==> src/spectral_helmholtz_projection_unit_defines.svh <==
// assertion macros for the helmholtz projection block
// the macros rely on clk_i and rst_ni in the module that uses them
`ifndef SPECTRAL_HELMHOLTZ_PROJECTION_UNIT_DEFINES_SVH
`define SPECTRAL_HELMHOLTZ_PROJECTION_UNIT_DEFINES_SVH
`ifndef SYNTHESIS
`define SHP_ASSERT(label, prop, msg) \
  label: assert property (@(posedge clk_i) disable iff (!rst_ni) (prop)) else $error(msg);
`define SHP_ASSERT_IF(label, cond, prop, msg) \
  label: assert property (@(posedge clk_i) disable iff (!rst_ni) (cond) |-> (prop)) \
    else $error(msg);
`else
`define SHP_ASSERT(label, prop, msg)
`define SHP_ASSERT_IF(label, cond, prop, msg)
`endif
`endif

==> src/shp_pkg.sv <==
`default_nettype none
package shp_pkg;

  // field widths
  localparam int IDX_W    = 10;
  localparam int SIZE_W   = 11;
  localparam int MAG_W    = 11;
  localparam int SQ_W     = 2 * MAG_W;
  localparam int K2_W     = 24;
  localparam int RAD_SHIFT = 36;
  localparam int RAD_W    = 62;
  localparam int ROOT_W   = 30;
  localparam int NUM_SHIFT = 48;
  localparam int REM_W    = 62;
  localparam int QUO_W    = 31;
  localparam int KHAT_W   = 32;
  localparam int AMP_W    = 32;
  localparam int PROD_W   = 64;
  localparam int DOT_W    = 35;
  localparam int TERM_W   = 35;
  localparam int FRAC_W   = 30;

  localparam int N_AXES   = 3;
  localparam int N_PARTS  = 2;
  localparam int N_AMP    = N_AXES * N_PARTS;

  localparam int IN_RAW_W     = N_AXES * IDX_W + N_AMP * AMP_W;
  localparam int IN_TDATA_W   = ((IN_RAW_W + 7) / 8) * 8;
  localparam int OUT_TDATA_W  = N_AMP * AMP_W;
  localparam int AMP_LSB      = N_AXES * IDX_W;

  localparam int CFG_ADDR_W = 2;
  localparam int CFG_DATA_W = SIZE_W;

  localparam int DEF_MAX_GRID  = 1024;
  localparam int DEF_AMP_WIDTH = 32;
  localparam logic [SIZE_W-1:0] GRID_RESET = SIZE_W'(64);

  typedef enum logic [CFG_ADDR_W-1:0] {
    REG_GRID_X = 2'd0,
    REG_GRID_Y = 2'd1,
    REG_GRID_Z = 2'd2,
    REG_MODE   = 2'd3
  } cfg_reg_e;

  typedef logic signed [PROD_W-1:0] prod_t;
  typedef logic signed [DOT_W-1:0]  dot_t;

  // item fields carried around the sqrt and divider pipes
  typedef struct packed {
    logic                               zero;
    logic [N_AXES-1:0]                  neg;
    logic [N_AXES-1:0][MAG_W-1:0]       mag;
    logic [N_AMP-1:0][AMP_W-1:0]        amp;
  } pay_t;

  // divide by 2^30, rounding half away from zero
  function automatic prod_t round30(input prod_t x);
    logic [PROD_W-1:0] mag;
    mag = x[PROD_W-1] ? PROD_W'(-x) : PROD_W'(x);
    mag = (mag + (PROD_W'(1) << (FRAC_W - 1))) >> FRAC_W;
    return x[PROD_W-1] ? -prod_t'(mag) : prod_t'(mag);
  endfunction

endpackage
`default_nettype wire

==> src/shp_delay.sv <==
`default_nettype none
module shp_delay import shp_pkg::*; #(
  parameter int WIDTH = 8,
  parameter int DEPTH = 2
) (
  input  wire logic             clk_i,
  input  wire logic             rst_ni,
  input  wire logic             en_i,
  input  wire logic             valid_i,
  input  wire logic [WIDTH-1:0] data_i,
  output logic                  valid_o,
  output logic [WIDTH-1:0]      data_o
);

  logic [DEPTH-1:0]            valid_q;
  logic [DEPTH-1:0][WIDTH-1:0] data_q;

  // valid line
  always_ff @(posedge clk_i or negedge rst_ni) begin
    if (!rst_ni) begin
      valid_q <= '0;
    end else if (en_i) begin
      valid_q[0] <= valid_i;
      for (int s = 1; s < DEPTH; s++) valid_q[s] <= valid_q[s-1];
    end
  end

  // payload line
  always_ff @(posedge clk_i) begin
    if (en_i) begin
      data_q[0] <= data_i;
      for (int s = 1; s < DEPTH; s++) data_q[s] <= data_q[s-1];
    end
  end

  assign valid_o = valid_q[DEPTH-1];
  assign data_o  = data_q[DEPTH-1];

endmodule
`default_nettype wire

==> config.mk <==
export PLATFORM = sky130hd
export DESIGN_NAME = shp_delay
export DESIGN_NICKNAME = d
export VERILOG_FILES = /design/src/spectral_helmholtz_projection_unit_defines.svh /design/src/shp_pkg.sv /design/src/shp_delay.sv
export SDC_FILE = /design/constraint.sdc
export NUM_CORES = 1
export LEC_CHECK = 0
export CAP_MARGIN = 0
export CORE_MARGIN = 2
export CORE_UTILIZATION = 25
export DETAILED_ROUTE_END_ITERATION = 8
export DONT_BUFFER_PORTS = 1
export PLACE_DENSITY = 0.42
export SETUP_SLACK_MARGIN = 0.2
export SKIP_LAST_GASP = 1
export SYNTH_ARGS = -nofsm -noshare
export SYNTH_HDL_FRONTEND = slang
export SYNTH_SLANG_ARGS = --single-unit
==> constraint.sdc <==
create_clock -name clk_i -period 1.5 [get_ports clk_i]
set_input_delay 0.075 -clock clk_i [delete_from_list [all_inputs] [get_ports clk_i]]
set_output_delay 0.075 -clock clk_i [all_outputs]
set_load 0.01 [all_outputs]
# Word-level counts from Yosys, hierarchy flattened
# Index checks and enable logic that the tools add are counted.
[totals]
ff_bits = 18
in_bits = 12
out_inout_bits = 9
wordCells = 3

# Longest topological paths before layout
[logic_depth]
word_depth = 0
depth_mapped = 1

# Worst setup path after synthesis
# No wires, ideal clock.
[synth_timing]
kind = "register -> register"
startpoint = "reg, netlist name valid_q[1]"
endpoint = "reg valid_q[1]"
arrival_ps = 645
required_ps = 1375
setup_slack_ps = 731
path_stages_with_launch = 2
path_buffers = 0
period_less_slack_ps = 769
cell_sequence = "dfrtp_1 mux2_2"
[synth_lines]
columns = ["item", "line_no", "source"]
rows = [
  ["end signal: assignment", "shp_delay.sv:21", "valid_q <= '0;"],
  ["end: declaration", "shp_delay.sv:15", "logic [DEPTH-1:0] valid_q;"],
]

==> results.ini <==
[global_route]
grt_max_degree=19
antenna_found_initial=0
grt_first_pass_wirelength_um=1014
grt_overflow_total=0
grtUsageTotal=0.05668
grt_pass1_vias=236

[critical_path]
cp_slowest_stage_delay_ps=430
critPathSlowestCell=dfrtp_1
startpoint_type=register
crit_buf_inv=0
r2r_cells=1
timing.rr.start=valid_q[1]$_DFFE_PN0P_
path_max_fanout=2
reg2reg_slack_ps=690
critical_path_class=register to register
end_kind=register
critPathTopFamily=flip-flops
arrival_ps=980
cp_cell_sequence=mux2_2
timing.rr.end=valid_q[1]$_DFFE_PN0P_
worstPathRequired_ps=1670

[floorplanning]
num_rows=17
dieArea_um2=2864
fp.dieW_um=53.52
core_um2=2276
die_y_um=53.52
io_pins=21
initial_core_util=0.2694

[sta]
hold_slack_ps=-101.8
setup_tns_ps=0
setup_viol=0
slew_headroom=0.9070
hold_viol_final=18
finalMaxSlewViolations=0
max_freq_mhz=1241
finalClockSkew_ps=0.2170
layout_setup_ws_ps=694.2
min_period_over_period=0.5372
rsz0062_at_grt=false
finalCriticalPeriod_ps=805.8
worst_pin_slew_ps=139.5

[placed_design]
numPortBuffers=0
dpl_worst_slack_ps=700.1
place_inst=48
gp_congestion=0.5617
place_area_um2=588.1

[worst_hold_path]
min_to=data_q[5]$_DFFE_PP_
hp-start=en_i
hold_path_class=primary input to register
hold_path_depth=0

[layout]
fin_nets=48
utilization=0.3227
final_cells=63
final_area_um2=734.5
layout-drive-gt1-share=0.1714
areaGrowthSynthToFinish_pct=19.80
num_antenna_cells=0

[clock_tree]
cts.htree.levels=1
post_cts_buffers=0
cts-resized-gates=0
clock_latency_ps=280
cts_buffers=3
cts.clk_slew.worst_paths_ps=90
cts_buffer_depth=2
clkSinkCount=18
ctsHoldBuffers=10
cts_tree=yes
cts-root-buf=clkbuf_4

[power_and_ir_drop]
swShare=0.1736
irDropWorstVdd_v=0.0004005
internal-power_mw=0.7636
powerDensity_nw_per_um2=1258
clkPwrFrac=0.303
power_frac_comb=0.033
power_frac_seq=0.664
netSwitchingPower_mw=0.1604
finalPower_mw=0.9240
power.leakage_nw=0.2548

[logic_synthesis]
syn-mean-instance-area_um2=21.90
netlist.area_leader.share=0.7837
synthTopCellsByArea=edfxtp_1 78%, buf_4 9.8%, dfrtp_1 8.2%, mux2_2 3.7%
synth_nets=40
syn_area_um2=613.1
synth_seq_area_share=0.8653
netlist-cell-type-count=4
ys_seq_elements=18
synthCells=28
synth_area_leader_cell=edfxtp_1
synth_warnings=0

[status]
status=complete, but fails checks
violations=hold timing

[detailed_routing]
first_pass_iters=2
drc_errors=0
vias=227
drtIter0Drc=1
routedLengthMet1_um=246
wire_per_inst_um=10.84
drt_wl_total_um=683
top_layer_used=met3
ant_nets=0
vias_per_cell=3.603
wl_met3_um=66
wl_met2_um=370

[flow_run]
maxCapViolCount=0

## routing by layer
metal  GRT usage  up-vias
met4     0.06410        0
met5           0        -
met2     0.07613        9
li1            -      108
met3     0.03672        0
met1     0.05415      110
## power groups by stage
stage	logic [mW]	registers (mW)	clock network (mW)
4_1_cts	0.0288	0.615	0.295
5_1_grt	0.0331	0.618	0.319
3_3_place_gp	0.00708	0.625	0
6_report	0.0305	0.614	0.280
2_1_floorplan	0.0338	0.612	0
3_5_place_dp	0.00751	0.626	0
## cells in the final DEF (no fill, tap or decap), drive strengths merged
cell type    netlist  routed
mux2               2       2
edfxtp            16      16
clkbuf             0       4
dlygate4sd3        0      11
dfrtp              2       2
## cells in the mapped netlist
master and instances:
edfxtp_1 16, dfrtp_1 2, buf_4 8, mux2_2 2
## worst max path at each step
stage                           start                      to  slack [ps]  cells past startpoint
2_1_floorplan  valid_q[1]$_DFFE_PN0P_  valid_q[1]$_DFFE_PN0P_         730                      1
3_3_place_gp   valid_q[1]$_DFFE_PN0P_  valid_q[1]$_DFFE_PN0P_         710                      1
3_5_place_dp   valid_q[1]$_DFFE_PN0P_  valid_q[1]$_DFFE_PN0P_         700                      1
4_1_cts        valid_q[1]$_DFFE_PN0P_  valid_q[1]$_DFFE_PN0P_         690                      1
5_1_grt           data_o[5]$_DFFE_PP_               data_o[5]         660                      0
6_report       valid_q[1]$_DFFE_PN0P_  valid_q[1]$_DFFE_PN0P_         690                      1
## cell families (layout without fill, tap and decap cells)
| logic type | Yosys count | in the layout | synth area share |
|---|---|---|---|
| muxes | 2 | 2 | 0.03673 |
| DFF | 18 | 18 | 0.8653 |
| buffers and inverters | 8 | 15 | 0.09796 |
## sequential cells by signal, indices dropped and copies added, names as in the netlist
name	cells
valid_q	2
data_q	8
data_o	8
## area by class of cell
| class | instances | area [µm²] |
|---|---|---|
| Fill cell | 217 | 1541 |
| Sequential cell | 18 | 530.5 |
| Timing Repair Buffer | 11 | 110.1 |
| Clock buffer | 4 | 36.28 |
| Tap cell | 28 | 35.03 |
| Multi-Input combinational cell | 2 | 22.52 |
(Power assumes the default switching activity.)
