===== src/spectral_helmholtz_projection_unit_defines.svh =====
// assertion macros for the helmholtz projection block
// the macros rely on clk_i and rst_ni in the module that uses them
`ifndef SPECTRAL_HELMHOLTZ_PROJECTION_UNIT_DEFINES_SVH
`define SPECTRAL_HELMHOLTZ_PROJECTION_UNIT_DEFINES_SVH
`ifndef SYNTHESIS
`define SHP_ASSERT(label, prop, msg) \
  label: assert property (@(posedge clk_i) disable iff (!rst_ni) (prop)) else $error(msg);
`define SHP_ASSERT_IF(label, cond, prop, msg) \
  label: assert property (@(posedge clk_i) disable iff (!rst_ni) (cond) |-> (prop)) \
    else $error(msg);
`else
`define SHP_ASSERT(label, prop, msg)
`define SHP_ASSERT_IF(label, cond, prop, msg)
`endif
`endif


===== src/shp_pkg.sv =====
`default_nettype none
package shp_pkg;

  // field widths
  localparam int IDX_W    = 10;
  localparam int SIZE_W   = 11;
  localparam int MAG_W    = 11;
  localparam int SQ_W     = 2 * MAG_W;
  localparam int K2_W     = 24;
  localparam int RAD_SHIFT = 36;
  localparam int RAD_W    = 62;
  localparam int ROOT_W   = 30;
  localparam int NUM_SHIFT = 48;
  localparam int REM_W    = 62;
  localparam int QUO_W    = 31;
  localparam int KHAT_W   = 32;
  localparam int AMP_W    = 32;
  localparam int PROD_W   = 64;
  localparam int DOT_W    = 35;
  localparam int TERM_W   = 35;
  localparam int FRAC_W   = 30;

  localparam int N_AXES   = 3;
  localparam int N_PARTS  = 2;
  localparam int N_AMP    = N_AXES * N_PARTS;

  localparam int IN_RAW_W     = N_AXES * IDX_W + N_AMP * AMP_W;
  localparam int IN_TDATA_W   = ((IN_RAW_W + 7) / 8) * 8;
  localparam int OUT_TDATA_W  = N_AMP * AMP_W;
  localparam int AMP_LSB      = N_AXES * IDX_W;

  localparam int CFG_ADDR_W = 2;
  localparam int CFG_DATA_W = SIZE_W;

  localparam int DEF_MAX_GRID  = 1024;
  localparam int DEF_AMP_WIDTH = 32;
  localparam logic [SIZE_W-1:0] GRID_RESET = SIZE_W'(64);

  typedef enum logic [CFG_ADDR_W-1:0] {
    REG_GRID_X = 2'd0,
    REG_GRID_Y = 2'd1,
    REG_GRID_Z = 2'd2,
    REG_MODE   = 2'd3
  } cfg_reg_e;

  typedef logic signed [PROD_W-1:0] prod_t;
  typedef logic signed [DOT_W-1:0]  dot_t;

  // item fields carried around the sqrt and divider pipes
  typedef struct packed {
    logic                               zero;
    logic [N_AXES-1:0]                  neg;
    logic [N_AXES-1:0][MAG_W-1:0]       mag;
    logic [N_AMP-1:0][AMP_W-1:0]        amp;
  } pay_t;

  // divide by 2^30, rounding half away from zero
  function automatic prod_t round30(input prod_t x);
    logic [PROD_W-1:0] mag;
    mag = x[PROD_W-1] ? PROD_W'(-x) : PROD_W'(x);
    mag = (mag + (PROD_W'(1) << (FRAC_W - 1))) >> FRAC_W;
    return x[PROD_W-1] ? -prod_t'(mag) : prod_t'(mag);
  endfunction

endpackage
`default_nettype wire


===== src/shp_sqrt.sv =====
`default_nettype none
module shp_sqrt import shp_pkg::*; (
  input  wire logic              clk_i,
  input  wire logic              en_i,
  input  wire logic [RAD_W-1:0]  rad_i,
  output logic [ROOT_W-1:0]      root_o
);

  logic [RAD_W-1:0]  rem_q  [ROOT_W];
  logic [ROOT_W-1:0] root_q [ROOT_W];

  // one root bit per stage, msb first
  for (genvar s = 0; s < ROOT_W; s++) begin : g_stage
    localparam int B = ROOT_W - 1 - s;
    logic [RAD_W-1:0]  rem_in;
    logic [ROOT_W-1:0] root_in;
    logic [RAD_W-1:0]  trial;

    if (s == 0) begin : g_first
      assign rem_in  = rad_i;
      assign root_in = '0;
    end else begin : g_next
      assign rem_in  = rem_q[s-1];
      assign root_in = root_q[s-1];
    end

    assign trial = (RAD_W'(root_in) << (B + 1)) + (RAD_W'(1) << (2 * B));

    always_ff @(posedge clk_i) begin
      if (en_i) begin
        if (rem_in >= trial) begin
          rem_q[s]  <= rem_in - trial;
          root_q[s] <= root_in | (ROOT_W'(1) << B);
        end else begin
          rem_q[s]  <= rem_in;
          root_q[s] <= root_in;
        end
      end
    end
  end

  assign root_o = root_q[ROOT_W-1];

endmodule
`default_nettype wire


===== config.mk =====
export PLATFORM = sky130hd
export DESIGN_NAME = shp_sqrt
export DESIGN_NICKNAME = d
export VERILOG_FILES = /design/src/spectral_helmholtz_projection_unit_defines.svh /design/src/shp_pkg.sv /design/src/shp_sqrt.sv
export SDC_FILE = /design/constraint.sdc
export NUM_CORES = 2
export LEC_CHECK = 0
export BUFFER_PORTS_ARGS = -buffer_cell sky130_fd_sc_hd__buf_2
export CORE_ASPECT_RATIO = 0.5
export CORE_MARGIN = 2
export CORE_UTILIZATION = 40
export DETAILED_ROUTE_END_ITERATION = 10
export PLACE_DENSITY = 0.66
export REMOVE_ABC_BUFFERS = 1
export SLEW_MARGIN = 20
export SYNTH_ARGS = -nofsm -noshare
export SYNTH_HDL_FRONTEND = slang
export SYNTH_SLANG_ARGS = --single-unit

===== constraint.sdc =====
create_clock -name clk_i -period 5.4 [get_ports clk_i]
set_clock_uncertainty 0.15 [all_clocks]
set_input_delay 1.08 -clock clk_i [delete_from_list [all_inputs] [get_ports clk_i]]
set_output_delay 1.08 -clock clk_i [all_outputs]
set_load 0.02 [all_outputs]

* Word-level counts from Yosys, hierarchy flattened
Memories as Yosys holds them, arrays and structs flattened. Cells that the tools add are included.
Word-level totals: memories 2, word-level logic and storage cells 391, flip-flop bits (word level) 0, output and inout port bits 30, memory bits (writable) 2760
Operators by class: mux-type cells 240, magnitude comparators 30, add/subtract/negate cells 59, bitwise operators 60
Memory list:
- rem_q | depth 30, bits a word 62, read ports 29, clocked after Yosys merged registers in 0, write ports 30, line shp_sqrt.sv:9 | logic [RAD_W-1:0] rem_q [ROOT_W];
- root_q | depth 30, bits a word 30, read ports 30, clocked after Yosys merged registers in 0, write ports 30, line shp_sqrt.sv:10 | logic [ROOT_W-1:0] root_q [ROOT_W];
Operators with widths (number):
- $mux 62 | 30
- $mux 30 | 30
- $mux 1 | 180
- $ge 62x32->1 | 1
- $ge 62x33->1 | 1
- $ge 62x34->1 | 1
- $ge 62x35->1 | 1
- $ge 62x36->1 | 1
- $ge 62x37->1 | 1
- $ge 62x38->1 | 1
- $ge 62x39->1 | 1
- $ge 62x40->1 | 1
- $ge 62x41->1 | 1
- $ge 62x42->1 | 1
- $ge 62x43->1 | 1
- $ge 62x44->1 | 1
- $ge 62x45->1 | 1
- $ge 62x46->1 | 1
- $ge 62x47->1 | 1
- $ge 62x48->1 | 1
- $ge 62x49->1 | 1
- $ge 62x50->1 | 1
- $ge 62x51->1 | 1
- $ge 62x52->1 | 1
- 69 further kinds | 128

* Depth between registers and ports, before layout
An unclocked memory read counts as a cell.
depth after elaboration 7, gate-level depth with buffers 14, mapped depth without buffers 12

* Least setup slack after synthesis
Ideal clock, no wire load.
path type input to register, from in en_i, to mem rem_q[27][0] (netlist: rem_q[1][682]), enable pin, data arrival time 4381 ps, buffers on the path 4, stages on the path 4, path slack 389 ps, data required time 4770 ps, setup time 480 ps, cell sequence clkbuf_1 > buf_1 > clkbuf_1 > clkbuf_1
RTL lines:
- start, declared | line shp_sqrt.sv:4 | input wire logic en_i,
- end, declared | line shp_sqrt.sv:9

==> results.md <==
- Non-Filler Instances: ~13000
- Routed vias/inst: 5.28
- Pin count of the biggest net entering global routing: 207
- M1 GR Usage: around 18%
- Depth of the CTS H-tree: 4
- DRC: 0
- Crit end category: flop
- Global-route wire length before repair: between 300000 and 400000 um
- Worst vdd ir: 278 uV
- Sink Count: between 2000 and 2500
- Top Ports: 94
- Min setup slack post-route: 0.958 ns
- Fin util: 44.2%
- Mapped cell area: around 110000 um2
- Root buffer cell: clkbuf_16
- Die H: roughly 380 um
- Post-synth ARST share: 0%
- Initial Util: 40.2%
- Initial antenna violation count: 1
- Syn_area_per_cell: 12.3 um2
- Post-CTS Setup Inserts: 0
- Pwr dens: 387 nW/um2
- IO buf count: 93
- Gr ovfl total: 0
- Yosys warning count: 0
- Final Slew Violations: 0
- Min cycle time layout: around 4.4 ns
- Met3 GRT Util: under 10%
- Register area share after synthesis: between 60 and 70%
- Final TNS setup: 0 ns
- Initial DRT Pass Iterations: 6
- Worst hold path type: input pin to flop
- RSZ-0062 raised after global routing: no
- Synth Register Bits: ~2300
- Post-DP HPWL: about 180000 um
- Nature of the critical path startpoint: flop
- Post-Synthesis Cells: around 9000
- M2 GR Usage: between 30% and 40%
- Number of global-route vias before repair: roughly 69000
- Routed WL per cell: approximately 18 um
- Global routing's busiest layer: met2
- Slew headroom: between 20% and 30%
- Total Power: 47.0 mW
- Row count: around 140
- CTS Buf Count: between 150 and 200
- Final setup viols: 0
- Type of the worst setup path: flop to flop
- Initial DRC Count: ~4300
- Leakage: ~44 nW
- CP required: between 5 and 6 ns
- Clock Path Buffers: 4
- Post-Route WL: 233000 um
- Crit share post-route: between 80% and 90%
- Max Freq: approximately 230 MHz
- Cts hold-fix bufs: 0
- Filler instances: about 25000
- Flop2flop setup slack: roughly 0.96 ns
- CTS tree: built
- Die Wd: approximately 750 um
- Synth-to-Final Area Change: 10.0%
- Fin. Hold Viols: 0
- Vias: slightly below 70000
- Ys flop type: edfxtp_1
- Post-synthesis cell type count: 90
- Design area: 122000 um2
- Critical path peak fanout: 11
- Final GP Congestion: about 1.0
- Clock latency on the worst-skew pair: ~0.87 ns
- Status: finished, final reports clean
- Tot GR Track Use: 16.3%
- Share of cells above drive strength 1: approximately 6.5%
- Worst hold slack: about 0.24 ns
- Placed Area: 116000 um2
- Post-cts sizing count: 0
- Detail Route Antenna Nets: 0
- Die footprint: 281000 um2
- Worst Path Arrival: around 4.9 ns
- Nets@finish: 9722
- Dpl cells: between 10000 and 15000
- Slew @ Worst Pin: between 1 and 1.5 ns
- Pre-CTS WS: 1.06 ns
- Clock-pin slew on the worst setup and hold paths: 0.07 ns
- Core Region: between 200000 and 300000 um2
- EDFF count, synth: between 2000 and 2500
- # diodes: 0
- Maxcap violations: 0
## cells by family after synthesis
kind of cell	Yosys count	share of synthesized area, %
AO/OA/AOI/OAI	1627	9.20
XOR/XNOR	818	6.48
adder cells (fa/ha/maj)	493	5.58
buffers and inverters	829	2.84
flip-flops	2263	61.5
multiplexers	77	0.773
AND/OR/NAND/NOR	2890	13.6
## cell usage after synthesis (all sizes together) (11+ instances only)
cell type | count | area [um2]
edfxtp | 2263 | 68000
nand2 | 688 | 2580
inv | 616 | 2310
nor2 | 538 | 2020
o21ai | 496 | 2480
ha | 493 | 6170
a21oi | 422 | 2110
xnor2 | 421 | 3690
xor2 | 397 | 3480
nor4 | 338 | 2110
nor3 | 290 | 1460
a21o | 210 | 1580
nand3 | 208 | 1040
clkbuf | 187 | 703
nand4 | 143 | 895
or3 | 98 | 613
o21a | 95 | 713
or4 | 90 | 679
nand2b | 84 | 526
mux2 | 67 | 754
nor2b | 66 | 413
and3 | 58 | 363
nor4b | 57 | 527
a211oi | 51 | 383
or2 | 43 | 269
a31oi | 41 | 263
and2 | 41 | 257
nand3b | 40 | 313
o211ai | 39 | 293
o21bai | 39 | 293
o31ai | 31 | 233
nand4b | 30 | 263
a21boi | 29 | 218
buf | 26 | 125
nor3b | 19 | 143
a211o | 17 | 149
and4 | 16 | 140
a2111oi | 14 | 141
a31o | 13 | 114
nor4bb | 13 | 130
o31a | 13 | 114
a41oi | 12 | 105
a221oi | 11 | 96.3
o2111ai | 11 | 96.3
## power by group
part / leakage [nW] / internal, mW / switching (mW)
Clock: 2.94 / 7.35 / 6.33
Sequential: 21.7 / 22.1 / 1.55
Combinational: 19.8 / 3.95 / 5.72
## worst max-delay path, cell delays in order (launching register included)
cell,delay (ns)
edfxtp_1,0.40
inv_1,0.06
ha_1,0.44
nand3_1,0.17
nor2_1,0.49
o221ai_1,0.39
a21boi_0,0.54
or3_1,0.19
buf_4,0.16
a211o_1,0.45
nor2b_1,0.42
nand3_1,0.16
xnor2_1,0.16
## layout by cell type, fill, tap and decap left out, types with 45 or more instances in the layout
master / synthesis / routed
nor4_1: 338 / 334
a21o_1: 210 / 210
ha_1: 493 / 493
nand2b_1: 84 / 84
nand2_1: 688 / 688
mux2_2: 67 / 67
or4_1: 89 / 89
nor3_1: 288 / 287
inv_1: 614 / 614
nand3_1: 208 / 208
clkbuf_16: 0 / 198
nand4_1: 143 / 143
clkinv_1: 0 / 45
nor2b_1: 66 / 66
xor2_1: 397 / 397
a21oi_1: 422 / 422
xnor2_1: 421 / 421
buf_2: 16 / 92
buf_4: 2 / 83
nor4b_1: 54 / 54
or3_1: 98 / 98
o21ai_0: 494 / 494
a211oi_1: 51 / 50
o21a_1: 95 / 95
and3_1: 58 / 58
edfxtp_1: 2263 / 2263
nor2_1: 538 / 538
## path summary, 6_finish.rpt
check | start | endpoint | depth (start not counted)
hold reg to reg | rem_q[0][565]$_DFFE_PP_ | rem_q[0][627]$_DFFE_PP_ | 0
setup / recovery | root_q[1][340]$_DFFE_PP_ | rem_q[1][784]$_DFFE_PP_ | 12
setup reg to reg | root_q[1][340]$_DFFE_PP_ | rem_q[1][784]$_DFFE_PP_ | 12
hold / removal | rad_i[44] | rem_q[0][44]$_DFFE_PP_ | 1
## flip-flops by register name (all words and copies together), names as in the netlist
| name | flops |
|---|---|
| rem_q | 1798 |
| root_q | 465 |
## final cells by class
class,count,area (um2),share of cell area (%)
Tap cell,3657,4580,3.76
Clock inverter,111,888,0.731
Clock buffer,239,5110,4.20
Inverter,616,2310,1.90
Multi-Input combinational cell,5905,39500,32.5
Timing Repair Buffer,183,1240,1.02
Sequential cell,2263,68000,55.9
## per-layer routing
layer / share of wire, % / vias up
met2: 50 / 1629
met5: 0 / -
met3: 3.7 / 604
met1: 40 / 32200
met4: 6.2 / 0
li1: - / 34000
No activity file was read; power rests on OpenSTA's default activity.
