### src/spectral_helmholtz_projection_unit_defines.svh
// assertion macros for the helmholtz projection block
// the macros rely on clk_i and rst_ni in the module that uses them
`ifndef SPECTRAL_HELMHOLTZ_PROJECTION_UNIT_DEFINES_SVH
`define SPECTRAL_HELMHOLTZ_PROJECTION_UNIT_DEFINES_SVH
`ifndef SYNTHESIS
`define SHP_ASSERT(label, prop, msg) \
  label: assert property (@(posedge clk_i) disable iff (!rst_ni) (prop)) else $error(msg);
`define SHP_ASSERT_IF(label, cond, prop, msg) \
  label: assert property (@(posedge clk_i) disable iff (!rst_ni) (cond) |-> (prop)) \
    else $error(msg);
`else
`define SHP_ASSERT(label, prop, msg)
`define SHP_ASSERT_IF(label, cond, prop, msg)
`endif
`endif

### src/shp_pkg.sv
`default_nettype none
package shp_pkg;

  // field widths
  localparam int IDX_W    = 10;
  localparam int SIZE_W   = 11;
  localparam int MAG_W    = 11;
  localparam int SQ_W     = 2 * MAG_W;
  localparam int K2_W     = 24;
  localparam int RAD_SHIFT = 36;
  localparam int RAD_W    = 62;
  localparam int ROOT_W   = 30;
  localparam int NUM_SHIFT = 48;
  localparam int REM_W    = 62;
  localparam int QUO_W    = 31;
  localparam int KHAT_W   = 32;
  localparam int AMP_W    = 32;
  localparam int PROD_W   = 64;
  localparam int DOT_W    = 35;
  localparam int TERM_W   = 35;
  localparam int FRAC_W   = 30;

  localparam int N_AXES   = 3;
  localparam int N_PARTS  = 2;
  localparam int N_AMP    = N_AXES * N_PARTS;

  localparam int IN_RAW_W     = N_AXES * IDX_W + N_AMP * AMP_W;
  localparam int IN_TDATA_W   = ((IN_RAW_W + 7) / 8) * 8;
  localparam int OUT_TDATA_W  = N_AMP * AMP_W;
  localparam int AMP_LSB      = N_AXES * IDX_W;

  localparam int CFG_ADDR_W = 2;
  localparam int CFG_DATA_W = SIZE_W;

  localparam int DEF_MAX_GRID  = 1024;
  localparam int DEF_AMP_WIDTH = 32;
  localparam logic [SIZE_W-1:0] GRID_RESET = SIZE_W'(64);

  typedef enum logic [CFG_ADDR_W-1:0] {
    REG_GRID_X = 2'd0,
    REG_GRID_Y = 2'd1,
    REG_GRID_Z = 2'd2,
    REG_MODE   = 2'd3
  } cfg_reg_e;

  typedef logic signed [PROD_W-1:0] prod_t;
  typedef logic signed [DOT_W-1:0]  dot_t;

  // item fields carried around the sqrt and divider pipes
  typedef struct packed {
    logic                               zero;
    logic [N_AXES-1:0]                  neg;
    logic [N_AXES-1:0][MAG_W-1:0]       mag;
    logic [N_AMP-1:0][AMP_W-1:0]        amp;
  } pay_t;

  // divide by 2^30, rounding half away from zero
  function automatic prod_t round30(input prod_t x);
    logic [PROD_W-1:0] mag;
    mag = x[PROD_W-1] ? PROD_W'(-x) : PROD_W'(x);
    mag = (mag + (PROD_W'(1) << (FRAC_W - 1))) >> FRAC_W;
    return x[PROD_W-1] ? -prod_t'(mag) : prod_t'(mag);
  endfunction

endpackage
`default_nettype wire

### src/shp_merge.sv
`default_nettype none
module shp_merge import shp_pkg::*; (
  input  wire logic  clk_i,
  input  wire logic  en_i,
  input  wire prod_t prod_i [N_AMP],
  output dot_t       dot_o  [N_PARTS]
);

  prod_t acc_q [N_PARTS];
  dot_t  dot_q [N_PARTS];

  // sum the lane products, then round back to q16.16
  always_ff @(posedge clk_i) begin
    if (en_i) begin
      for (int p = 0; p < N_PARTS; p++) begin
        acc_q[p] <= prod_i[p] + prod_i[N_PARTS + p] + prod_i[2 * N_PARTS + p];
        dot_q[p] <= DOT_W'(round30(acc_q[p]));
      end
    end
  end

  assign dot_o = dot_q;

endmodule
`default_nettype wire

### config.mk
export PLATFORM = sky130hd
export DESIGN_NAME = shp_merge
export DESIGN_NICKNAME = d
export VERILOG_FILES = /design/src/spectral_helmholtz_projection_unit_defines.svh /design/src/shp_pkg.sv /design/src/shp_merge.sv
export SDC_FILE = /design/constraint.sdc
export NUM_CORES = 1
export LEC_CHECK = 0
export BUFFER_PORTS_ARGS = -buffer_cell sky130_fd_sc_hd__buf_2
export CAP_MARGIN = 10
export CORE_UTILIZATION = 61
export DETAILED_ROUTE_END_ITERATION = 7
export PLACE_DENSITY_LB_ADDON = 0.15
export SYNTH_ARGS = -nofsm -noshare
export SYNTH_HDL_FRONTEND = slang
export SYNTH_SLANG_ARGS = --single-unit
export TNS_END_PERCENT = 10
### constraint.sdc
create_clock -name clk_i -period 16.9 [get_ports clk_i]
set_input_delay 3.38 -clock clk_i [delete_from_list [all_inputs] [get_ports clk_i]]
set_output_delay 3.38 -clock clk_i [all_outputs]
set_load 0.005 [all_outputs]
* Word level (Yosys, flattened, before mapping)
Memories as Yosys holds them, arrays and structs flattened.
Cells that the tools add are included.
** Storage, ports and cells
- Register bits :: 70
- Bits in writable memories :: 128
- Output and inout port bits :: 70
- Memories :: 1
** Memory list
- acc_q :: depth 2, width 64, read ports 2, clocked after Yosys merged registers in 0, wr ports 2, line shp_merge.sv:9 : prod_t acc_q [N_PARTS];
** Operators by class
- Add/subtract/negate cells :: 10
- Muxes and demuxes :: 6
** Operators with widths (count)
- $add 64x64->64 :: 4
- $add 64x30->64 const B :: 2
- $mux 64 :: 2
- $neg 64->64 :: 2
- $neg 34->35 :: 2
- $mux 34 :: 2
- $mux 1 :: 2

* Depth between registers and ports, before layout
Gate-level depths: netlist of the first run.
- Depth after elaboration :: 5
- Depth in mapped cells :: 21
- Mapped depth without buffers :: 18

* Worst setup path before layout of the first run
OpenSTA, ideal clock, no wires.
- Kind :: in2reg
- Start point :: in prod_i[65] (netlist bit)
- End point :: mem acc_q[0][49] (netlist bit) (data pin)
- Setup time :: 0.264 ns
- Data arrival time :: 7.033 ns
- Data required time :: 16.636 ns
- Slack :: 9.603 ns
- Stages on the path :: 16
- Cells stage by stage :: fa_1 ha_1 inv_1 fa_1 nor2b_1 o31a_1 o311ai_0 a21oi_1 or2_2 a311oi_1 o31ai_1 a221oi_1 nor2b_1 a211o_1 a221oi_1 xnor2_1
** RTL lines
- start, declared :: line shp_merge.sv:5 : input wire prod_t prod_i [N_AMP],
- end, declared :: line shp_merge.sv:9

==> results of run 1 <==
through the flow:
step | hold WS, ps | instance area, um2 | std cells | total power (W) | util
global route | 797 | 24600 | 3124 | 0.00329 | 0.713
detailed placement | 711 | 24000 | 3090 | 0.00264 | 0.695
finish | 725 | 24600 | 3124 | 0.00308 | 0.713
global placement | 688 | 24000 | 3090 | 0.00259 | 0.695
floorplan | 659 | 21400 | 2252 | 0.00216 | -
CTS | 735 | 24600 | 3122 | 0.00307 | 0.712
report_power, final:
part | total, W | internal, W | leakage, nW | switching, W
Sequential | 0.000936 | 0.000814 | 1.94 | 0.000122
Combinational | 0.00171 | 0.000736 | 7.85 | 0.000979
Clock | 0.000425 | 0.000222 | 0.282 | 0.000203
registers in the layout (all words and copies together) (netlist names):
name	count
dot_o	70
acc_q	128
layer usage:
metal,part of all wire,global-route usage
met4,0.037,0.135
met5,0,0
met2,0.50,0.561
met1,0.39,0.379
met3,0.067,0.0406
layout make-up:
type	instances	area, um2
inverters	71	267
flip-flops and latches	198	5950
multi-input cells	1902	14900
clock buffers	17	425
well taps	455	569
repair buffers	464	2350
fillers	2723	9930
diodes	2	5.00
clock inverters	15	170
worst reg2reg max path, delay by kind of cell (launching register included):
family | cells | cell delay [ps]
xor gates and xnor gates | 3 | 470
and+or+nand+nor | 8 | 3320
AOI/OAI and AO/OA | 3 | 1110
buffers and inverters | 1 | 350
adders and majority gates | 1 | 350
DFF | 1 | 390
how the worst min path moves through the flow:
stage,start,end,slack [ps],cells after the start
after floorplan,acc_q[0][62],dot_o[68],660,2
after global placement,acc_q[0][62],dot_o[68],690,2
after detailed placement,acc_q[0][62],dot_o[68],710,2
after CTS,acc_q[0][62],dot_o[68],740,2
after global routing,acc_q[0][62],dot_o[68],800,2
final,acc_q[0][62],dot_o[68],720,2
Yosys cell counts, types with 7 or more instances:
| cell | number |
|---|---|
| a211o_1 | 14 |
| a211oi_1 | 10 |
| a21o_1 | 88 |
| a21oi_1 | 144 |
| a221o_1 | 7 |
| a31oi_1 | 42 |
| and2_1 | 18 |
| and3_1 | 33 |
| and4_1 | 10 |
| buf_1 | 7 |
| clkbuf_1 | 65 |
| edfxtp_1 | 198 |
| fa_1 | 128 |
| ha_1 | 128 |
| inv_1 | 70 |
| nand2_1 | 168 |
| nand2b_1 | 22 |
| nand3_1 | 51 |
| nand3b_1 | 8 |
| nand4_1 | 44 |
| nor2_1 | 150 |
| nor2b_1 | 24 |
| nor3_1 | 51 |
| nor3b_1 | 8 |
| nor4_1 | 35 |
| o211ai_1 | 14 |
| o21a_1 | 19 |
| o21ai_0 | 120 |
| o21bai_1 | 14 |
| o22ai_1 | 9 |
| o31a_1 | 9 |
| o31ai_1 | 35 |
| o41ai_1 | 9 |
| or2_1 | 7 |
| or2_2 | 14 |
| or3_1 | 17 |
| or4_1 | 18 |
| xnor2_1 | 208 |
| xor2_1 | 96 |
cells by family after synthesis:
logic type	count (synthesis)	synth area share
XOR/XNOR	305	0.125
multiplexers	7	0.00350
AND/OR/NAND/NOR	716	0.177
adder cells (fa/ha/maj)	256	0.194
buffers and inverters	152	0.0280
AO/OA/AOI/OAI	618	0.194
flip-flops	198	0.278
==> flow_summary_export.csv, run 1 <==
group,metric,value,unit
sta,period_needed,7720,ps
critical_path,cp.arrival,7920,ps
layout,syn2layout_area_growth,14.9,%
floorplanning,io_pins,456,
logic_synthesis,ys_seq_area_frac,0.278,
logic_synthesis,synthArstFlopShare,0,
logic_synthesis,syn_avg_cell_area,9.51,um2
pwr,power.leakage,10.1,nW
floorplanning,dieArea,35900,um2
pwr,max-vdd-ir-drop,0.0784,mV
logic_synthesis,yosys_warnings,0,
critical_path,path_depth,17,
sta,setup_viol,0,
logic_synthesis,synth_edf_count,198,
grt,antenna_found_initial,2,
logic_synthesis,synth_area,21400,um2
critical_path,crit_buf_inv,2,
floorplanning,num_rows,68,
cts,clk_pin_slew,80,ps
logic_synthesis,synth_ff_type,"edfxtp_1",
grt,overflow,0,
layout,mostFrequentLayoutCell,"buf_2",
route,vias,19300,
floorplanning,chipWidth,189,um
cts,cts_hold_buffers,0,
critical_path,regToRegStartpoint,"acc_q[0][26]",
cts,cts_num_sinks,198,
critical_path,worstSetupPathType,"input pin to flip-flop",
critical_path,worst_setup_path_end_kind,"flip-flop",
critical_path,rrSetupSlack,10650,ps
logic_synthesis,synth_nets,2894,
critical_path,critical_path.max_stage_delay,560,ps
cts,cts_tree,"yes",
place,portBuffers,455,
cts,cts_buffers,17,
critical_path,cp_max_fo,4,
grt,grt_first_pass_wirelength,91300,um
place,dpl.hpwl,46000,um
floorplanning,die_y,189,um
layout,final_cell_mix,"buf_2, xnor2_1, edfxtp_1",
logic_synthesis,synth_top_cell_by_area,"edfxtp_1",
critical_path,rr_endpoint,"dot_o[65]",
grt,grt_max_degree,90,
sta,tightest_slew,1040,ps
critical_path,timing.critical_path.max_delay_family,"compound AO/OA/AOI/OAI gates",
logic_synthesis,synth_seq_cells,198,
grt,grt_pass1_vias,19100,
route,drc,0,
cts,cts_setup_buffers,0,
floorplanning,core-area,34500,um2
route,wl_per_cell,17.9,um
place,gp_congestion,0.955,
layout,drive_gt1_frac,0.207,
critical_path,crit_required,17100,ps
sta,tns,0,ps
status,status,"completed",
sta,max_freq,0.129,GHz
logic_synthesis,yosysUniqueCellTypes,97,
logic_synthesis,synthTopCellsByArea,"edfxtp_1, fa_1, xnor2_1",
flow_run,cap_violations,0,
cts,htree_num_levels,4,
place,place_ws,8830,ps
sta,relSlewSlack,0.306,
route,drtIter0Drc,1361,
grt,track_usage,0.314,
critical_path,endpoint,"acc_q[0][49]",
pwr,p_per_area,125,nW/um2
route,viasPerCell,6.17,
floorplanning,start_util,0.620,
sta,rsz0062_at_grt,"false",
cts,clock_latency,450,ps
route,routed_wirelength,55800,um
sta,hold_viol,0,
critical_path,crit_path_start,"prod_i[65]",
sta,fin_ws,9180,ps
critical_path,worst_setup_path_start_kind,"input pin",
sta,fin_skew,15.1,ps
hold_path,holdCritPathClass,"flip-flop to flip-flop",
sta,period_share,0.457,
route,dr.pass1.iters,5,
critical_path,r2r_cells,16,
critical_path,cp_cell_sequence,"buf_2 > fa_1 > ha_1 > inv_1 > fa_1 > nor2b_1 > o31a_1 > o311ai_0 > a21oi_1 > or2_2 > a311oi_1 > o31ai_1 > a221oi_1 > nor2b_1 > a211o_1 > a221oi_1 > xnor2_1",
route,ant_nets,0,
logic_synthesis,synth_cells,2252,
sta,drv_slew,0,
layout,nNetsFinal,3296,
logic_synthesis,yosys.area.top_type_share,0.278,
cts,cts_max_path_buffers,2,
critical_path,crit_slowest_cell,"o311ai_0",
cts,cts-root-buf,"clkbuf_16",
cts,cts_resized,0,
(Power assumes the default switching activity.)
==> inputs of run 2 (changes only) <==
CORE_UTILIZATION = 57   (was 61)
clock period = 7.55 ns   (was 16.9 ns; I/O delays follow)
==> flow_summary_export.csv, run 2 (synthesized netlist as in run 1, its figures left out) <==
group,metric,value,unit
status,status,"completed",
grt,track_usage,0.286,
critical_path,critical_path.max_stage_delay,750,ps
sta,drv_slew,0,
layout,largest-register,"acc_q",
pwr,max-vdd-ir-drop,0.171,mV
route,dr.pass1.iters,6,
pwr,power,0.00684,W
critical_path,cp_max_fo,13,
critical_path,timing.critical_path.max_delay_family,"simple AND/OR/NAND/NOR gates",
layout,syn2layout_area_growth,15.0,%
place,gp_congestion,0.976,
cts,clock_latency,450,ps
cts,cts_tree,"yes",
sta,hold_viol,0,
pwr,p_per_area,278,nW/um2
sta,period_share,0.797,
sta,fin_skew,11.4,ps
sta,setup_viol,0,
layout,largest_reg_flops,128,
pwr,power.leakage,10.1,nW
grt,met3_usage,0.0303,
critical_path,crit_top_cell,"xor2_1",
sta,tns,0,ps
route,ant_nets,0,
layout,n_fill_cell,3050,
sta,period_needed,6020,ps
grt,grt_pass1_vias,18200,
critical_path,crit_required,7730,ps
critical_path,worst_setup_path_end_kind,"flip-flop",
sta,tightest_slew,976,ps
grt,grt_max_degree,107,
floorplanning,core-area,36800,um2
route,routed_wirelength,54800,um
sta,rsz0062_at_grt,"false",
floorplanning,num_rows,70,
floorplanning,io_pins,456,
layout,antennaDiodeCount,0,
route,drtIter0Drc,1179,
cts,cts_num_sinks,198,
grt,antenna_found_initial,0,
floorplanning,die_y,196,um
grt,use_met1,0.365,
route,vias,18900,
cts,htree_num_levels,4,
route,drc,0,
grt,grt_first_pass_wirelength,88600,um
hold_path,holdCritPathClass,"flip-flop to flip-flop",
critical_path,crit_slowest_cell,"nand4_1",
layout,drive_gt1_frac,0.207,
flow_run,cap_violations,0,
critical_path,cp_cell_sequence,"nor4_1 > nand4_1 > or3_1 > nand2_1 > xnor2_1 > ha_1 > o311ai_1 > buf_4 > or2_2 > or4_1 > nor4b_1 > xor2_1 > a211oi_1 > nand3_2 > o41ai_2 > xor2_1",
cts,cts-root-buf,"clkbuf_16",
cts,cts_buffers,17,
place,portBuffers,455,
sta,max_freq,0.166,GHz
cts,cts_hold_buffers,0,
cts,clk_pin_slew,80,ps
layout,mostFrequentLayoutCell,"buf_2",
floorplanning,chipWidth,196,um
cts,cts_resized,0,
grt,overflow,0,
cts,cts_setup_buffers,0,
route,wl_per_cell,17.5,um
layout,final_cell_mix,"buf_2, xnor2_1, edfxtp_1",
critical_path,cp.arrival,6200,ps
critical_path,worstSetupPathType,"flip-flop to flip-flop",
sta,relSlewSlack,0.347,
route,viasPerCell,6.03,
critical_path,crit_buf_inv,1,
place,dpl.hpwl,45300,um
critical_path,worst_setup_path_start_kind,"flip-flop",
grt,busiest_layer,"met2",
grt,gr-usage-met2,0.500,
cts,cts_max_path_buffers,2,
layout,nNetsFinal,3296,
floorplanning,dieArea,38400,um2
floorplanning,start_util,0.582,
[run 2: cell count changes in the layout (fill, tap and decap cells not counted), sizes merged]
cell	change
diode	-2
bufinv	-1
clkinv	-2
clkinvlp	-2
inv	+5
[run 2: final timing paths]
kind,from,endpoint,slack [ps],cells after the start
hold reg to reg,acc_q[0][62],dot_o[68],710,2
setup reg to reg,acc_q[0][66],dot_o[33],1530,16
hold / removal,acc_q[0][62],dot_o[68],710,2
setup / recovery,acc_q[0][66],dot_o[33],1530,16
[run 2: layer usage]
layer / vias up / wire length (um)
li1: 9191 / -
met4: 0 / 1690
met1: 8918 / 22700
met5: - / 0
met2: 699 / 27000
met3: 82 / 3410
[run 2: final cells by class]
| cell class | count | area, um2 | share of cell area |
|---|---|---|---|
| well taps | 468 | 586 | 0.0238 |
| multi-input cells | 1902 | 14900 | 0.604 |
| inverters | 71 | 267 | 0.0108 |
| clock inverters | 15 | 176 | 0.00716 |
| repair buffers | 464 | 2350 | 0.0955 |
| clock buffers | 17 | 425 | 0.0173 |
| flip-flops and latches | 198 | 5950 | 0.241 |
[run 2: worst register-to-register path: stages (launching register included)]
cell and delay (ps):
edfxtp_1 370, nor4_1 470, nand4_1 750, or3_1 720
nand2_1 130, xnor2_1 130, ha_1 290, o311ai_1 140
buf_4 190, or2_2 330, or4_1 570, nor4b_1 440
xor2_1 170, a211oi_1 300, nand3_2 220, o41ai_2 410
xor2_1 110
[run 2: power by group]
| group | switching (W) | internal [W] | total, W |
|---|---|---|---|
| Clock | 0.000464 | 0.000477 | 0.000941 |
| Combinational | 0.00215 | 0.00164 | 0.00379 |
| Sequential | 0.000284 | 0.00182 | 0.00211 |
| Total | 0.00290 | 0.00394 | 0.00684 |
[run 2: metrics by stage]
stage                     area (um2)  hold WS [ps]  utilization  setup WS (ps)  instances
final                          24600           705        0.670           1530       3135
after CTS                      24600           708        0.670           1580       3135
after global placement         24000           685        0.653           1270       3103
after detailed placement       24000           690        0.653           1230       3103
after floorplan                21400           659            -           2100       2252
after global routing           24600           774        0.670           1090       3135
==> inputs of run 3 (changes only) <==
ABC_AREA = 1   (was default)
CORE_UTILIZATION = 59   (was 57)
clock period = 6.04 ns   (was 7.55 ns; I/O delays follow)
==> flow_summary_export.csv, run 3 <==
group,metric,value,unit
sta,relSlewSlack,0.532,
cts,clk_pin_slew,80,ps
critical_path,cp_max_fo,3,
pwr,p_per_area,325,nW/um2
logic_synthesis,synthMuxAreaShare,0,
place,place_ws,978,ps
sta,fin_ws,1310,ps
logic_synthesis,yosys.area.top_type_share,0.230,
sta,tightest_slew,693,ps
logic_synthesis,yosysMostFrequentCell,"nand2_1",
floorplanning,core-area,43100,um2
logic_synthesis,synth_adder_area_share,0.161,
cts,clock_latency,470,ps
layout,drive_gt1_frac,0.181,
layout,mostFrequentLayoutCell,"nand2_1",
pwr,max-vdd-ir-drop,0.219,mV
route,drtIter0Drc,2417,
critical_path,crit_required,6250,ps
layout,nNetsFinal,4834,
critical_path,rrSetupSlack,2340,ps
sta,period_share,0.784,
logic_synthesis,synth-simple-area-share,0.373,
floorplanning,dieArea,44600,um2
logic_synthesis,synth_top_family_by_area,"simple AND/OR/NAND/NOR gates",
logic_synthesis,synthArstFlopShare,0,
sta,period_needed,4730,ps
layout,syn2layout_area_growth,13.8,%
route,vias,26400,
place,portBuffers,455,
layout,largest-register,"acc_q",
logic_synthesis,synth_edf_count,198,
critical_path,regToRegStartpoint,"acc_q[0][64]",
logic_synthesis,synth_nets,4375,
cts,cts-root-buf,"clkbuf_16",
cts,cts_max_path_buffers,2,
floorplanning,die_y,211,um
logic_synthesis,synth_seq_cells,198,
critical_path,r2r_cells,21,
pwr,power.leakage,13.8,nW
grt,grt_first_pass_wirelength,129000,um
sta,rsz0062_at_grt,"false",
status,status,"completed",
sta,max_freq,0.211,GHz
sta,drv_slew,0,
critical_path,worst_setup_path_end_kind,"flip-flop",
place,gp_congestion,1.00,
logic_synthesis,yosys_warnings,0,
cts,htree_num_levels,4,
cts,cts_buffers,17,
cts,cts_num_sinks,198,
logic_synthesis,synth_area,25800,um2
floorplanning,chipWidth,211,um
grt,grt_max_degree,126,
layout,multi_input_area,17800,um2
hold_path,holdCritPathClass,"flip-flop to flip-flop",
route,viasPerCell,5.51,
logic_synthesis,synth_top_cell_by_area,"edfxtp_1",
hold_path,worst_hold_path.endpoint,"dot_o[36]",
cts,cts_tree,"yes",
critical_path,worst_setup_path_start_kind,"input pin",
logic_synthesis,syn_avg_cell_area,6.92,um2
route,routed_wirelength,83000,um
floorplanning,io_pins,456,
sta,tns,0,ps
route,drc,0,
layout,largest_reg_flops,128,
grt,track_usage,0.374,
route,dr.pass1.iters,6,
grt,grt_pass1_vias,24400,
logic_synthesis,ys_seq_area_frac,0.230,
floorplanning,num_rows,76,
cts,cts_setup_buffers,0,
logic_synthesis,synth_cells,3733,
critical_path,rr_endpoint,"dot_o[32]",
logic_synthesis,synth_xor_area_frac,0.0573,
critical_path,worstSetupPathType,"input pin to flip-flop",
grt,overflow,0,
flow_run,cap_violations,0,
hold_path,whs_path_depth,3,
route,ant_nets,0,
sta,setup_viol,0,
layout,final_cell_mix,"nand2_1, nor2_1, inv_1",
critical_path,crit_path_start,"prod_i[65]",
route,wl_per_cell,17.3,um
sta,fin_skew,17.9,ps
place,dpl.hpwl,72000,um
logic_synthesis,synth_ff_type,"edfxtp_1",
logic_synthesis,synthTopCellsByArea,"edfxtp_1, nand2_1, fa_1",
cts,cts_hold_buffers,0,
floorplanning,start_util,0.599,
logic_synthesis,synth_compound_area_frac,0.0988,
logic_synthesis,yosysUniqueCellTypes,52,
cts,cts_resized,0,
grt,antenna_found_initial,13,
layout,n_fill_cell,3946,
layout,regArea,5950,um2
critical_path,cp.arrival,4940,ps
sta,hold_viol,0,
logic_synthesis,synth.top_cells.by_count,"nand2_1, nor2_1, inv_1",
hold_path,worstHoldStart,"acc_q[0][63]",
==> run 3: changes by cell type in the layout (fill, tap and decap cells not counted), sizes merged, moves of 23 or more <==
cell	change
nand3b	+23
a21oi	+70
nor3	-34
nor4	-32
nand2	+967
nor2b	-23
inv	+442
and3	-30
a21o	-82
nand3	+151
nor2	+492
xnor2	-153
o31ai	-35
==> run 3: worst max path at each step <==
stage	cells after the start	endpoint	slack, ps
3_3_place_gp	19	acc_q[0][54]	1150
4_1_cts	19	acc_q[0][51]	1390
6_report	19	acc_q[0][51]	1310
3_5_place_dp	19	acc_q[0][51]	980
2_1_floorplan	18	acc_q[0][51]	1740
5_1_grt	19	acc_q[0][51]	1060
==> run 3: final cells by class <==
cell class	instances	area share
inverter	517	0.0661
clock inverter	15	0.00485
sequential	198	0.202
antenna	10	0.000851
multi-input combinational	2996	0.607
clock buffer	17	0.0145
tap	585	0.0249
timing repair buffer	462	0.0800
==> run 3: kinds of logic after synthesis <==
| group | Yosys count |
|---|---|
| simple gates | 2121 |
| buf+inv | 539 |
| compound gates | 450 |
| fa+ha+maj | 256 |
| flops | 198 |
| xor+xnor | 169 |
==> run 3: metal layers <==
metal	part of all wire	global-route usage	vias up
li1	-	-	13000
met1	0.44	0.525	12000
met2	0.42	0.562	1197
met3	0.081	0.0458	202
met4	0.055	0.201	2
met5	0.00016	0	-
==> run 3: worst max-delay path: stages <==
cell and delay, ps:
buf_2 110, fa_1 540, ha_1 290, inv_1 90, fa_1 400, inv_1 70
nand3_1 60, nand2_1 150, a21boi_1 110, o21ai_0 290, a21boi_0 210, o21ai_1 250
a21oi_1 170, o21ai_1 290, a21oi_1 190, o21ai_1 230, nand2_1 100, nand2_1 100
xor2_1 70
==> run 3: where the power goes <==
part | switching (W) | total [W] | internal (W)
sequential | 0.000332 | 0.00257 | 0.00224
clock | 0.000579 | 0.00112 | 0.000546
combinational | 0.00390 | 0.00586 | 0.00195
==> run 3: stage by stage <==
stage	cells	cell area, um2	utilization	hold slack (ps)	total power, W
5_1_grt	4798	29400	0.682	970	0.0103
2_1_floorplan	3733	25800	-	753	0.00663
3_3_place_gp	4758	28800	0.669	869	0.00821
3_5_place_dp	4758	28800	0.669	884	0.00832
4_1_cts	4790	29400	0.682	900	0.00944
6_report	4800	29400	0.682	903	0.00956
